$ cat config.mk
export PLATFORM = sky130hd
export DESIGN_NAME = msb_first_bit_packer_unit
export DESIGN_NICKNAME = d
export VERILOG_FILES = /design/src/mfbp_pkg.sv /design/src/mfbp_front.sv /design/src/mfbp_queue.sv /design/src/mfbp_back.sv /design/src/msb_first_bit_packer_unit.sv
export SDC_FILE = /design/constraint.sdc
export NUM_CORES = 1
export LEC_CHECK = 0
export BUFFER_PORTS_ARGS = -buffer_cell sky130_fd_sc_hd__buf_2
export CORE_MARGIN = 2
export CORE_UTILIZATION = 43
export CTS_CLUSTER_DIAMETER = 200
export DETAILED_ROUTE_END_ITERATION = 10
export GPL_TIMING_DRIVEN = 0
export HOLD_SLACK_MARGIN = 0.15
export PLACE_DENSITY = 0.71
export SLEW_MARGIN = 20
export SYNTH_ARGS = -nofsm -noshare
export SYNTH_HDL_FRONTEND = slang
export SYNTH_SLANG_ARGS = --single-unit
export TNS_END_PERCENT = 20
$ cat constraint.sdc
create_clock -name clk -period 3 [get_ports clk]
set_clock_uncertainty 0.15 [all_clocks]
set_input_delay 0.6 -clock clk [delete_from_list [all_inputs] [get_ports clk]]
set_output_delay 0.6 -clock clk [all_outputs]
set_load 0.01 [all_outputs]
$ cat src/mfbp_pkg.sv
// shared constants and types for the msb-first bit packer
`default_nettype none
package mfbp_pkg;

  localparam int BYTE_BITS = 8;
  localparam int PEND_BITS = BYTE_BITS - 1;
  localparam int IN_VALUE_BITS = 32;
  localparam int IN_LEN_BITS = 6;

  typedef logic [BYTE_BITS-1:0] byte_t;

  // handshake between the queue and the back end
  typedef struct packed {
    logic valid;
    logic ready;
  } q_hs_t;

endpackage
`default_nettype wire

$ cat src/mfbp_front.sv
// front end: clamps the length and left-aligns the field bits of a request
`default_nettype none
module mfbp_front #(
  parameter int MAX_FIELD_BITS = 32,
  parameter int LEN_BITS = $clog2(MAX_FIELD_BITS + 1)
) (
  input  wire logic [mfbp_pkg::IN_VALUE_BITS-1:0] field_value,
  input  wire logic [mfbp_pkg::IN_LEN_BITS-1:0]   field_length,
  output logic [MAX_FIELD_BITS-1:0]                value_left,
  output logic [LEN_BITS-1:0]                      len_sat
);

  logic [MAX_FIELD_BITS-1:0] val_ext;
  logic [LEN_BITS-1:0]       shift_amt;

  always_comb begin
    if (int'(field_length) > MAX_FIELD_BITS) begin
      len_sat = LEN_BITS'(MAX_FIELD_BITS);
    end else begin
      len_sat = LEN_BITS'(field_length);
    end
  end

  // bits above the length fall off the top
  assign val_ext    = MAX_FIELD_BITS'(field_value);
  assign shift_amt  = LEN_BITS'(MAX_FIELD_BITS) - len_sat;
  assign value_left = val_ext << shift_amt;

endmodule
`default_nettype wire

$ cat src/mfbp_queue.sv
// two-entry queue between front end and back end
`default_nettype none
module mfbp_queue #(
  parameter int WIDTH = 8
) (
  input  wire logic             clk,
  input  wire logic             rst,
  input  wire logic             wr_en,
  input  wire logic [WIDTH-1:0] wr_data,
  output logic                  full,
  output mfbp_pkg::q_hs_t       hs_out,
  input  wire logic             rd_ready,
  output logic [WIDTH-1:0]      rd_data
);

  logic [WIDTH-1:0] mem [2];
  logic             wr_ptr;
  logic             rd_ptr;
  logic [1:0]       count;
  logic             do_wr;
  logic             do_rd;

  assign full         = (count == 2'd2);
  assign hs_out.valid = (count != 2'd0);
  assign hs_out.ready = rd_ready;
  assign do_wr        = wr_en && !full;
  assign do_rd        = hs_out.valid && rd_ready;
  assign rd_data      = mem[rd_ptr];

  always_ff @(posedge clk) begin
    if (do_wr) begin
      mem[wr_ptr] <= wr_data;
    end
  end

  always_ff @(posedge clk) begin
    if (rst) begin
      wr_ptr <= 1'b0;
      rd_ptr <= 1'b0;
      count  <= 2'd0;
    end else begin
      if (do_wr) begin
        wr_ptr <= !wr_ptr;
      end
      if (do_rd) begin
        rd_ptr <= !rd_ptr;
      end
      count <= count + 2'(do_wr) - 2'(do_rd);
    end
  end

endmodule
`default_nettype wire

$ cat src/mfbp_back.sv
// back end: bit accumulator; one byte a cycle into the output register unless stalled
`default_nettype none
module mfbp_back #(
  parameter int MAX_FIELD_BITS = 32,
  parameter int LEN_BITS = $clog2(MAX_FIELD_BITS + 1)
) (
  input  wire logic                      clk,
  input  wire logic                      rst,
  input  wire mfbp_pkg::q_hs_t           hs_in,
  output logic                           rd_ready,
  input  wire logic [MAX_FIELD_BITS-1:0] value_left,
  input  wire logic [LEN_BITS-1:0]       len,
  input  wire logic                      eom,
  output logic                           empty,
  input  wire logic                      pop,
  output mfbp_pkg::byte_t                out_byte,
  output logic                           last_byte
);

  localparam int W  = MAX_FIELD_BITS + mfbp_pkg::PEND_BITS;
  localparam int RW = $clog2(W + 1);

  logic [W-1:0]    acc, acc_b, acc_next;
  logic [RW-1:0]   rem, rem_b, rem_next;
  logic            eom_f, eom_b, eom_next;
  logic            ovalid;
  logic            can_out;
  logic            emit_full;
  logic            emit_pad;
  logic            flush;
  logic            load;
  logic            last_new;
  logic            rem_ge8;

  assign can_out = !ovalid || pop;
  assign rem_ge8 = (rem >= RW'(mfbp_pkg::BYTE_BITS));

  always_comb begin
    emit_full = rem_ge8 && can_out;
    emit_pad  = !rem_ge8 && eom_f && (rem != '0) && can_out;
    flush     = !rem_ge8 && eom_f && ((rem == '0) || can_out);
    last_new  = emit_full ? (eom_f && (rem == RW'(mfbp_pkg::BYTE_BITS))) : 1'b1;

    acc_b = acc;
    rem_b = rem;
    eom_b = eom_f;
    if (emit_full) begin
      acc_b = acc << mfbp_pkg::BYTE_BITS;
      rem_b = rem - RW'(mfbp_pkg::BYTE_BITS);
      eom_b = eom_f && !last_new;
    end else if (flush) begin
      acc_b = '0;
      rem_b = '0;
      eom_b = 1'b0;
    end

    // merge the next field behind whatever bits are still pending
    load     = hs_in.valid && (rem_b < RW'(mfbp_pkg::BYTE_BITS)) && !eom_b;
    acc_next = acc_b;
    rem_next = rem_b;
    eom_next = eom_b;
    if (load) begin
      acc_next = acc_b | ({value_left, {mfbp_pkg::PEND_BITS{1'b0}}} >> rem_b[2:0]);
      rem_next = rem_b + RW'(len);
      eom_next = eom;
    end
  end

  assign rd_ready = load;
  assign empty    = !ovalid;

  always_ff @(posedge clk) begin
    if (rst) begin
      acc    <= '0;
      rem    <= '0;
      eom_f  <= 1'b0;
      ovalid <= 1'b0;
    end else begin
      acc   <= acc_next;
      rem   <= rem_next;
      eom_f <= eom_next;
      if (emit_full || emit_pad) begin
        ovalid <= 1'b1;
      end else if (pop) begin
        ovalid <= 1'b0;
      end
    end
  end

  always_ff @(posedge clk) begin
    if (emit_full || emit_pad) begin
      out_byte  <= acc[W-1 -: mfbp_pkg::BYTE_BITS];
      last_byte <= last_new;
    end
  end

  a_rem_range: assert property (@(posedge clk) disable iff (rst) rem <= RW'(W))
    else $error("bit count out of range");

  a_held_result: assert property (@(posedge clk) disable iff (rst)
    (ovalid && !pop) |=> (ovalid && $stable(out_byte) && $stable(last_byte)))
    else $error("waiting result lost");

  a_clean_after_last: assert property (@(posedge clk) disable iff (rst)
    ((emit_full || emit_pad) && last_new && !load) |=> (rem == '0 && !eom_f))
    else $error("state not cleared after last byte");

  a_no_load_full: assert property (@(posedge clk) disable iff (rst)
    (rem_ge8 && !can_out) |-> !load)
    else $error("field merged while a byte is pending");

endmodule
`default_nettype wire

$ cat src/msb_first_bit_packer_unit.sv
// top level of the msb-first variable-length bit packer
//
//  channel   direction  handshake            payload
//  request   in         push / full          field_value, field_length, end_of_message
//  result    out        pop / empty          out_byte, last_byte
//
// a field of n bits with p bits pending gives floor((n + p) / 8) bytes, one a cycle
// when not stalled, plus a padded byte on end of message if any bits remain.
// the byte-wide output register of the back end sets the rate; requests wait in a
// two-entry queue while it drains. synchronous reset clears pending bits and the queue.
// a stalled result holds the output register; the queue keeps taking requests until full.
`default_nettype none
module msb_first_bit_packer_unit #(
  parameter int MAX_FIELD_BITS = 32
) (
  input  wire logic                                clk,
  input  wire logic                                rst,
  input  wire logic                                push,
  output logic                                     full,
  input  wire logic [mfbp_pkg::IN_VALUE_BITS-1:0]  field_value,
  input  wire logic [mfbp_pkg::IN_LEN_BITS-1:0]    field_length,
  input  wire logic                                end_of_message,
  output logic                                     empty,
  input  wire logic                                pop,
  output mfbp_pkg::byte_t                          out_byte,
  output logic                                     last_byte
);

  localparam int LEN_BITS = $clog2(MAX_FIELD_BITS + 1);
  localparam int Q_WIDTH  = MAX_FIELD_BITS + LEN_BITS + 1;

  logic [MAX_FIELD_BITS-1:0] f_value;
  logic [LEN_BITS-1:0]       f_len;
  logic [Q_WIDTH-1:0]        q_rd_data;
  mfbp_pkg::q_hs_t           q_hs;
  logic                      rd_ready;

  mfbp_front #(
    .MAX_FIELD_BITS(MAX_FIELD_BITS),
    .LEN_BITS(LEN_BITS)
  ) u_front (
    .field_value (field_value),
    .field_length(field_length),
    .value_left  (f_value),
    .len_sat     (f_len)
  );

  mfbp_queue #(
    .WIDTH(Q_WIDTH)
  ) u_queue (
    .clk     (clk),
    .rst     (rst),
    .wr_en   (push),
    .wr_data ({f_value, f_len, end_of_message}),
    .full    (full),
    .hs_out  (q_hs),
    .rd_ready(rd_ready),
    .rd_data (q_rd_data)
  );

  mfbp_back #(
    .MAX_FIELD_BITS(MAX_FIELD_BITS),
    .LEN_BITS(LEN_BITS)
  ) u_back (
    .clk       (clk),
    .rst       (rst),
    .hs_in     (q_hs),
    .rd_ready  (rd_ready),
    .value_left(q_rd_data[Q_WIDTH-1 -: MAX_FIELD_BITS]),
    .len       (q_rd_data[LEN_BITS:1]),
    .eom       (q_rd_data[0]),
    .empty     (empty),
    .pop       (pop),
    .out_byte  (out_byte),
    .last_byte (last_byte)
  );

endmodule
`default_nettype wire

==> results of run 1 <==
metal layers:
metal / vias to the layer above / global-route usage / share of wire
met2: 238 / 0.338 / 0.49
met4: 0 / 0.0863 / 0.029
met3: 47 / 0.0352 / 0.050
met5: - / 0 / 0
li1: 2856 / - / -
met1: 2875 / 0.247 / 0.43
metrics by stage:
stage | power [uW] | setup WS (ns) | util | std cells | setup TNS [ns]
finish | 8840 | 0.101 | 0.510 | 1027 | 0
global route | 9350 | 0.0113 | 0.510 | 1027 | 0
CTS | 8730 | 0.0170 | 0.505 | 1025 | 0
detailed placement | 6820 | -0.651 | 0.474 | 993 | -23.38
global placement | 6730 | -0.831 | 0.472 | 991 | -53.67
floorplan | 5780 | 0.0335 | - | 710 | 0
logic make-up (layout without fill, tap and decap cells):
group	count (synthesis)	after routing	share of synthesized area
multiplexers	184	184	0.255
AND/OR/NAND/NOR	156	156	0.0913
AO/OA/AOI/OAI	139	139	0.126
flip-flops	139	139	0.456
buffers and inverters	70	158	0.0428
adder cells (fa/ha/maj)	11	11	0.0176
XOR/XNOR	11	11	0.0120
how the worst max path moves through the flow:
stage | from | endpoint | cells past startpoint
global placement | push | u_queue.mem[0][23] | 3
detailed placement | field_length[5] | u_queue.mem[0][35] | 11
global route | u_back.rem[3] | u_back.rem[5] | 10
CTS | u_back.rem[5] | u_back.rem[5] | 10
finish | u_back.rem[3] | u_back.rem[5] | 10
floorplan | pop | u_queue.count[1] | 13
power by group:
part	internal (uW)	total [uW]	switching [uW]
Clock	1120	1880	754
Combinational	1640	4070	2430
Sequential	2630	2890	256
Total	5400	8840	3440
critical path, delay by kind of cell (launching register included):
kind / cells / cell delay, ns
xor+xnor: 1 / 0.15
buf+inv: 1 / 0.16
simple gates: 1 / 0.59
fa+ha+maj: 2 / 0.68
compound gates: 5 / 0.70
flops: 1 / 0.34
placed cells by master, fill, tap and decap left out, drive strengths merged, types with 5 or more instances in the layout:
master | netlist | final
buf | 28 | 83
xor2 | 7 | 7
a21oi | 51 | 51
mux4 | 12 | 12
dfxtp | 52 | 52
nor3 | 8 | 8
and3 | 5 | 5
mux2i | 133 | 133
ha | 8 | 8
clkbuf | 23 | 43
a22o | 6 | 6
a22oi | 7 | 7
edfxtp | 87 | 87
a222oi | 31 | 31
a32o | 6 | 6
clkinv | 1 | 10
inv | 18 | 19
nor2 | 42 | 42
mux2 | 39 | 39
and2 | 8 | 8
nor2b | 5 | 5
nand2 | 69 | 69
o21ai | 13 | 13
state kept, by name, indices dropped and copies added, names as in the netlist, named ones only:
signal and flops:
u_back.acc 39, u_back.eom_f 1, u_back.last_byte 1, u_back.out_byte 8, u_back.ovalid 1, u_back.rem 6
u_queue.count 2, u_queue.mem 78, u_queue.rd_ptr 1, u_queue.wr_ptr 1
timing repair:
item                                    4_1_cts  5_1_grt
setup buffers                                 0        2
gates resized for setup                       7       21
pin swaps                                     0        4
endpoints found under the setup margin       22       39
area by class of cell:
cell class	instances	area, sq um
Clock buffer	19	433
Tap cell	229	287
Fill cell	1598	8900
Timing Repair Buffer	56	315
Inverter	19	78.8
Buffer	51	284
Multi-Input combinational cell	501	4090
Sequential cell	139	3660
Clock inverter	13	104
==> results.toml, run 1 <==
[sta]
whs_ns = 0.224
period_minus_slack_ns = 2.90
tightest_slew_ns = 0.640
final-hold-violation-count = 0
slew_violations = 0
setup_viol = 0
rsz0062_at_grt = "no"
max_slew_margin = 0.573
timing.fmax_mhz = 345
finalCritPeriodShare = 0.966

[min_path]
worstHoldPathCells = 1
hold_start = "end_of_message"
worst_hold_path_type = "in2reg"
min_to = "u_queue.mem[0][0]"

[yosys]
yosysTopAreaCell = "edfxtp_1"
syn_area_per_cell_sq_um = 11.3
synth.yosys.seq_area_share = 0.456
synth_common_cells = "133 x mux2i_1, 87 x edfxtp_1, 69 x nand2_1"
synth_nets = 762
yosysTopAreaCellShare = 0.326
synth_seq_cells = 139
synth.area.top_cells = "edfxtp_1 33%, mux2i_1 17%, dfxtp_1 13%"
async_reset_ff_frac = 0
ys.flop_type = "edfxtp_1"
synth_edf_count = 87
synthMostInstantiatedCell = "mux2i_1"
netlist_instances = 710
syn_area_sq_um = 8020
synth_warnings = 0
synth.distinct_cells = 62

[global_routing]
overflow = 0
antenna_found_initial = 0
grt_pass1_vias = 5904
track_usage = 0.198
grt_max_degree = 32
grt_pass1_wl_um = 30600

[layout]
finalInstanceArea_sq_um = 9250
antenna_cells = 0
layout-drive-gt1-share = 0.243
nets = 837
area.growth.synth_to_final_pct = 15.4

[critical_path]
cpMaxStageDelayCell = "or4b_4"
worstSetupEndpointType = "flip-flop"
critPathRequiredTime_ns = 3.14
cp-start-kind = "flip-flop"
path_class = "reg2reg"
r2r-start = "u_back.rem[3]"
path_common_cell = "a21o_1"
crit_arrival_ns = 3.04
critPathMaxStageDelay_ns = 0.59
path_max_fanout = 8
r2r_end = "u_back.rem[5]"
rrSetupSlack_ns = 0.10
r2r_cells = 10
crit_chain = "or4b_4 > o21ai_4 > inv_2 > ha_1 > a21o_1 > a21o_1 > a21oi_1 > maj3_1 > xor2_1 > o2bb2ai_1"

[die]
initial_utilization = 0.442
core_sq_um = 18100
die_h_um = 141
rows = 49
num_io_pins = 54
fp.dieW_um = 141
die_area_sq_um = 19700

[clock_network]
cts_root_buf = "clkbuf_16"
cts_tree = "yes"
cts_hold_buf = 0
clk_path_buf_depth = 2
cts.sinks = 139
cts_made_buffers = 17
clkSlewWorstSetupHoldPaths_ns = 0.06
clk_latency_ns = 0.42
htreeDepth = 4

[place]
dpl_cell_area_sq_um = 8610
dpl.hpwl_um = 14800
port_buffers = 52
globalplace.congestion = 0.932

[routing]
vias_per_cell = 5.86
drcViolationCount = 1
ant_nets = 0
wl_per_cell_um = 18.9
dr.pass1.iters = 11
routed_wl_um = 19400
drt_iter0_markers = 634
vias = 6016

[power_and_ir_drop]
leakage_uw = 0.00381
ir_drop_mv = 0.435
pwr_density_cell_nw_per_um2 = 956

[run_status]
status = "finished, violations left"
violations = "design-rule violations"

[job]
cap_violations = 0
No activity file was read; power rests on OpenSTA's default activity.
==> inputs of run 2 (changes only) <==
--- a/config.mk
+++ b/config.mk
@@ -5,6 +5,7 @@
 export SDC_FILE = /design/constraint.sdc
 export NUM_CORES = 1
 export LEC_CHECK = 0
+export ABC_AREA = 1
 export BUFFER_PORTS_ARGS = -buffer_cell sky130_fd_sc_hd__buf_2
 export CORE_MARGIN = 2
 export CORE_UTILIZATION = 43
==> run 2 against run 1 <==
Compared with the run above:
- the flow now finishes without violations
- worst setup slack got worse by 0.029 ns
- cell count is 53% higher
- global-route usage up 4.1 points
- sequential share of layout area is 3.6 points lower
- count of clock-buffer cells in the layout decreased by 2
- non-clock buffer count up 28
- design area is 9.9% higher
- clock power is 9.6% higher
- hold slack got worse by 0.024 ns
- critical path depth up 5
- first-iteration DRC count is 18% higher
- critical endpoint is now u_queue.mem[0][28]
- largest cell class unchanged
==> results.toml, run 2 <==
[critical_path]
worstSetupEndpointType = "flip-flop"
crit_arrival_ns = 2.93
r2r-start = "u_back.rem[0]"
critPathBufInv = 5
critPathMaxStageDelay_ns = 0.28
path_depth = 15
r2r_cells = 18
critPathRequiredTime_ns = 3.01
rrSetupSlack_ns = 0.15
cpMaxStageDelayCell = "xor2_4"
cp-start-kind = "primary input"
path_class = "in2reg"
path_max_fanout = 18
crit_chain = "buf_2 > nor2_1 > nand3_2 > nand2_4 > nand2_8 > ha_1 > inv_1 > xor2_4 > inv_2 > buf_2 > buf_2 > nand3_1 > nand3_1 > nand3_1 > nand2_1"
r2r_end = "u_back.rem[5]"
crit_family = "simple AND/OR/NAND/NOR gates"

[sta]
final-hold-violation-count = 0
max_slew_margin = 0.527
timing.setup.tns_ns = 0
slew_violations = 0
finalCritPeriodShare = 0.976
rsz0062_at_grt = "yes"
period_minus_slack_ns = 2.93
setup_viol = 0
timing.fmax_mhz = 342
tightest_slew_ns = 0.702

[yosys]
synthMostInstantiatedCell = "nand3_1"
netlist_instances = 1211
syn_area_per_cell_sq_um = 7.32
synth.distinct_cells = 40
yosysTopAreaCell = "edfxtp_1"
synth.area.top_cells = "edfxtp_1 29%, nand3_1 22%, dfxtp_1 12%"
yosysTopAreaCellShare = 0.295
synth_common_cells = "391 x nand3_1, 251 x nand2_1, 120 x inv_1"
syn_area_sq_um = 8860
synth.yosys.seq_area_share = 0.412
synth_warnings = 0
synth_edf_count = 87
async_reset_ff_frac = 0
synth_nets = 1263
ys.flop_type = "edfxtp_1"
synth_seq_cells = 139

[die]
initial_utilization = 0.438
rows = 52
num_io_pins = 54
die_area_sq_um = 21800
fp.dieW_um = 148
core_sq_um = 20200
die_h_um = 148

[global_routing]
grt_pass1_wl_um = 41500
grt_max_degree = 27
track_usage = 0.238
grt_pass1_vias = 8176
overflow = 0
antenna_found_initial = 0

[routing]
vias = 8657
ant_nets = 0
drcViolationCount = 0
drt_iter0_markers = 746
routed_wl_um = 25300
vias_per_cell = 5.52
dr.pass1.iters = 6
wl_per_cell_um = 16.2

[place]
port_buffers = 52
globalplace.congestion = 0.976
dpl.hpwl_um = 19300

[layout]
regMostFlops = "u_queue.mem"
final_cell_mix = "390 x nand3_1, 250 x nand2_1, 120 x inv_1"
largest_reg_flops = 78
multiInputGateArea_sq_um = 4340
final_common_cell = "nand3_1"
regArea_sq_um = 3650
antenna_cells = 0
area.growth.synth_to_final_pct = 14.7
nets = 1336
layout-drive-gt1-share = 0.133
top_regs = "u_queue.mem: 78 flops, u_back.acc: 39 flops, u_back.out_byte: 8 flops"
nFillCells = 1944

[clock_network]
cts_hold_buf = 0
clk_latency_ns = 0.44
clkSlewWorstSetupHoldPaths_ns = 0.06
htreeDepth = 4
cts_made_buffers = 17
cts.sinks = 139
clk_path_buf_depth = 2
cts_root_buf = "clkbuf_16"
cts_tree = "yes"

[min_path]
hold_start = "end_of_message"
min_to = "u_queue.mem[0][0]"
worst_hold_path_type = "in2reg"
worstHoldPathCells = 1

[power_and_ir_drop]
pwr_density_cell_nw_per_um2 = 944
leakage_uw = 0.00455
totalPowerFinal_uw = 9590
ir_drop_mv = 0.445

[run_status]
status = "complete, no violations"

[job]
cap_violations = 0
run 2: changes by cell type after synthesis, moves of 33 or more:
cell	change
nand3_1	+388
nand2_1	+182
mux2i_1	-131
inv_1	+106
o21ai_0	+45
a21oi_1	-39
mux2_2	-33
run 2: repair_timing:
action	in CTS	in global routing
resized for setup	6	8
setup buffers	1	0
pin swaps	1	0
endpoints found under the setup margin	62	22
run 2: worst max-delay path by stage:
stage / startpoint / slack (ns) / endpoint
final: field_length[0] / 0.07 / u_queue.mem[0][28]
after global routing: field_length[0] / -0.03 / u_queue.mem[1][28]
after CTS: field_length[0] / 0.1 / u_queue.mem[0][28]
after detailed placement: field_length[0] / -0.66 / u_queue.mem[0][38]
after global placement: push / -1.03 / u_queue.mem[1][26]
after floorplan: push / 0.006 / u_queue.mem[1][0]
run 2: per-stage QoR:
| stage | hold WS [ns] | cell area (sq um) | worst slack [ns] | std cells | util |
|---|---|---|---|---|---|
| final | 0.200 | 10200 | 0.0722 | 1567 | 0.502 |
| after floorplan | 0.259 | 8860 | 0.00614 | 1211 | - |
| after global routing | 0.187 | 10200 | -0.0330 | 1567 | 0.502 |
| after global placement | 0.263 | 9460 | -1.03 | 1533 | 0.467 |
| after detailed placement | 0.270 | 9530 | -0.664 | 1536 | 0.471 |
| after CTS | 0.192 | 10100 | 0.0980 | 1568 | 0.501 |
run 2: worst register-to-register path, stage by stage, from the launching register on:
cell and delay, ns:
dfxtp_1 0.32, buf_2 0.17, nor2_2 0.06, nand2_1 0.09
nand2_2 0.07, nand2_4 0.16, inv_1 0.09, nor2_4 0.27
clkbuf_4 0.29, ha_1 0.30, a21oi_1 0.14, nand2_1 0.08
nand2_1 0.08, nand2_1 0.07, o21bai_1 0.16, nand2_1 0.07
nand2_1 0.05, nand3_1 0.06, a21oi_1 0.12
run 2: area by class of cell:
class,count,area share
inverters,131,0.0484
multi-input cells,860,0.427
flip-flops and latches,139,0.360
plain buffers,79,0.0422
well taps,270,0.0333
clock buffers,17,0.0419
clock inverters,15,0.0153
repair buffers,56,0.0325
run 2: cells by family after synthesis:
logic type      synth area share
fa+ha+maj                 0.0136
flops                      0.412
buf+inv                    0.104
mux                      0.00862
compound gates            0.0568
simple gates               0.398
xor+xnor                 0.00664
run 2: report_power, final:
part           internal (uW)  switching [uW]  leakage (uW)
logic                   1500            3320       0.00302
registers               2560             146       0.00126
clock network           1170             893      0.000273
total                   5240            4360       0.00455
run 2: routing by layer:
layer  track usage  up-vias  part of all wire  routed length, um
li1              -     4273                 -                  -
met1         0.302     3952              0.42              10600
met2         0.410      366              0.48              12200
met3        0.0389       66             0.066               1660
met4        0.0899        0             0.034                871
met5             0        -                 0                  0
==> inputs of run 3 (changes only) <==
--- a/config.mk
+++ b/config.mk
@@ -13,7 +13,7 @@
 export DETAILED_ROUTE_END_ITERATION = 10
 export GPL_TIMING_DRIVEN = 0
 export HOLD_SLACK_MARGIN = 0.15
-export PLACE_DENSITY = 0.71
+export PLACE_DENSITY = 0.64
 export SLEW_MARGIN = 20
 export SYNTH_ARGS = -nofsm -noshare
 export SYNTH_HDL_FRONTEND = slang
==> run 3 against run 2 <==
Compared with the run above:
- worst setup slack better by 0.049 ns
- via count down 1.1%
- power rose by 0.33%
- flip-flop and latch count stayed put
- cell count is essentially flat
- maximum frequency increased by 1.7%
- design area up 0.14%
- combinational power up 0.8%
- sequential share of layout area barely moved
- hold slack better by 0.0059 ns
- sequential power hardly changed
- critical path type unchanged
==> results.toml, run 3 (synthesis results as in run 2) <==
[place]
dpl.hpwl_um = 19300
dp.cells = 1535
port_buffers = 52
dpl_worst_slack_ns = -0.689
globalplace.congestion = 1.01

[sta]
worst_slack_ns = 0.121
slew_violations = 0
whs_ns = 0.206
tightest_slew_ns = 0.708
finalCritPeriodShare = 0.960
period_minus_slack_ns = 2.88
rsz0062_at_grt = "no"
timing.setup.tns_ns = 0
final-hold-violation-count = 0
max_slew_margin = 0.523
setup_viol = 0
timing.fmax_mhz = 347

[run_status]
status = "complete, no violations"

[clock_network]
cts_root_buf = "clkbuf_16"
cts_tree = "yes"
clkSlewWorstSetupHoldPaths_ns = 0.07
cts.sinks = 139
clk_path_buf_depth = 2
htreeDepth = 4
clk_latency_ns = 0.43
cts_made_buffers = 17
cts_hold_buf = 0

[layout]
final_common_cell = "nand3_1"
antenna_cells = 0
regMostFlops = "u_queue.mem"
area.growth.synth_to_final_pct = 14.8
layout-drive-gt1-share = 0.137
final_cell_count_no_fill = 1568
top_regs = "u_queue.mem: 78 flops, u_back.acc: 39 flops, u_back.out_byte: 8 flops"
nets = 1337
largest_reg_flops = 78
final_cell_mix = "391 x nand3_1, 250 x nand2_1, 119 x inv_1"

[routing]
wl_per_cell_um = 16.1
drcViolationCount = 0
routed_wl_um = 25300
ant_nets = 0
drt_iter0_markers = 739
vias = 8558
vias_per_cell = 5.46
dr.pass1.iters = 8

[die]
fp.dieW_um = 148
core_sq_um = 20200
die_area_sq_um = 21800
num_io_pins = 54
rows = 52
die_h_um = 148
initial_utilization = 0.438

[critical_path]
rrSetupSlack_ns = 0.23
path_class = "in2reg"
path_max_fanout = 18
critPathRequiredTime_ns = 3.00
worstSetupEndpointType = "flip-flop"
crit_arrival_ns = 2.88
cp-start-kind = "primary input"

[global_routing]
overflow = 0
grt_max_degree = 27
track_usage = 0.236
antenna_found_initial = 0
grt_pass1_vias = 8094
grt_pass1_wl_um = 40700

[job]
cap_violations = 0

[min_path]
worst_hold_path_type = "in2reg"

[power_and_ir_drop]
ir_drop_mv = 0.451
pwr_density_cell_nw_per_um2 = 946
leakage_uw = 0.00458
-- run 3: cell types whose count changed in the layout (fill, tap and decap cells not counted), sizes merged --
cell	change
buf	-1
bufinv	-1
clkinv	+1
clkinvlp	-4
clkbuf	+2
inv	+4
-- run 3: metal layers --
layer | part of all wire | track usage | up-vias
li1 | - | - | 4267
met1 | 0.43 | 0.300 | 3904
met2 | 0.48 | 0.402 | 325
met3 | 0.051 | 0.0358 | 62
met4 | 0.034 | 0.102 | 0
met5 | 0 | 0 | -
-- run 3: per-stage QoR --
stage	cell area, sq um	util	total power (uW)
after floorplan	8860	-	6140
after global placement	9460	0.467	7420
after detailed placement	9510	0.470	7460
after CTS	10100	0.501	9570
after global routing	10200	0.503	10300
final	10200	0.503	9620
-- run 3: final timing paths --
check,start,to,depth (start not counted)
worst max-delay path,field_length[0],u_queue.mem[1][28],15
worst min-delay path,end_of_message,u_queue.mem[0][0],1
worst max register to register,u_back.rem[0],u_back.rem[4],15
worst min register to register,u_back.acc[36],u_back.out_byte[5],0
-- run 3: worst max-delay path, cell delays in order --
cell and delay [ns]:
buf_2 0.16, nor2_1 0.13, nand3_1 0.15, nand2_4 0.15, nand2_8 0.13, ha_1 0.24
inv_1 0.13, xor2_4 0.27, inv_2 0.06, buf_2 0.20, buf_4 0.20, nand3_1 0.11
nand3_1 0.10, nand3_1 0.12, nand2_1 0.13
-- run 3: area by class of cell --
| cell class | count | area [sq um] |
|---|---|---|
| well taps | 270 | 338 |
| flip-flops and latches | 139 | 3650 |
| multi-input cells | 860 | 4340 |
| plain buffers | 80 | 447 |
| fillers | 2023 | 10100 |
| clock inverters | 15 | 166 |
| clock buffers | 17 | 425 |
| repair buffers | 56 | 315 |
| inverters | 131 | 492 |
-- run 3: repair_timing --
action                                  in CTS  in global routing
resized for setup                            8                 17
pin swaps                                    1                  1
endpoints found under the setup margin      62                 64
gates cloned                                 0                  0
setup buffers                                1                  1
-- run 3: where the power goes --
group | internal, uW | switching (uW)
Combinational | 1520 | 3340
Clock | 1120 | 942
Sequential | 2560 | 139
Total | 5200 | 4420
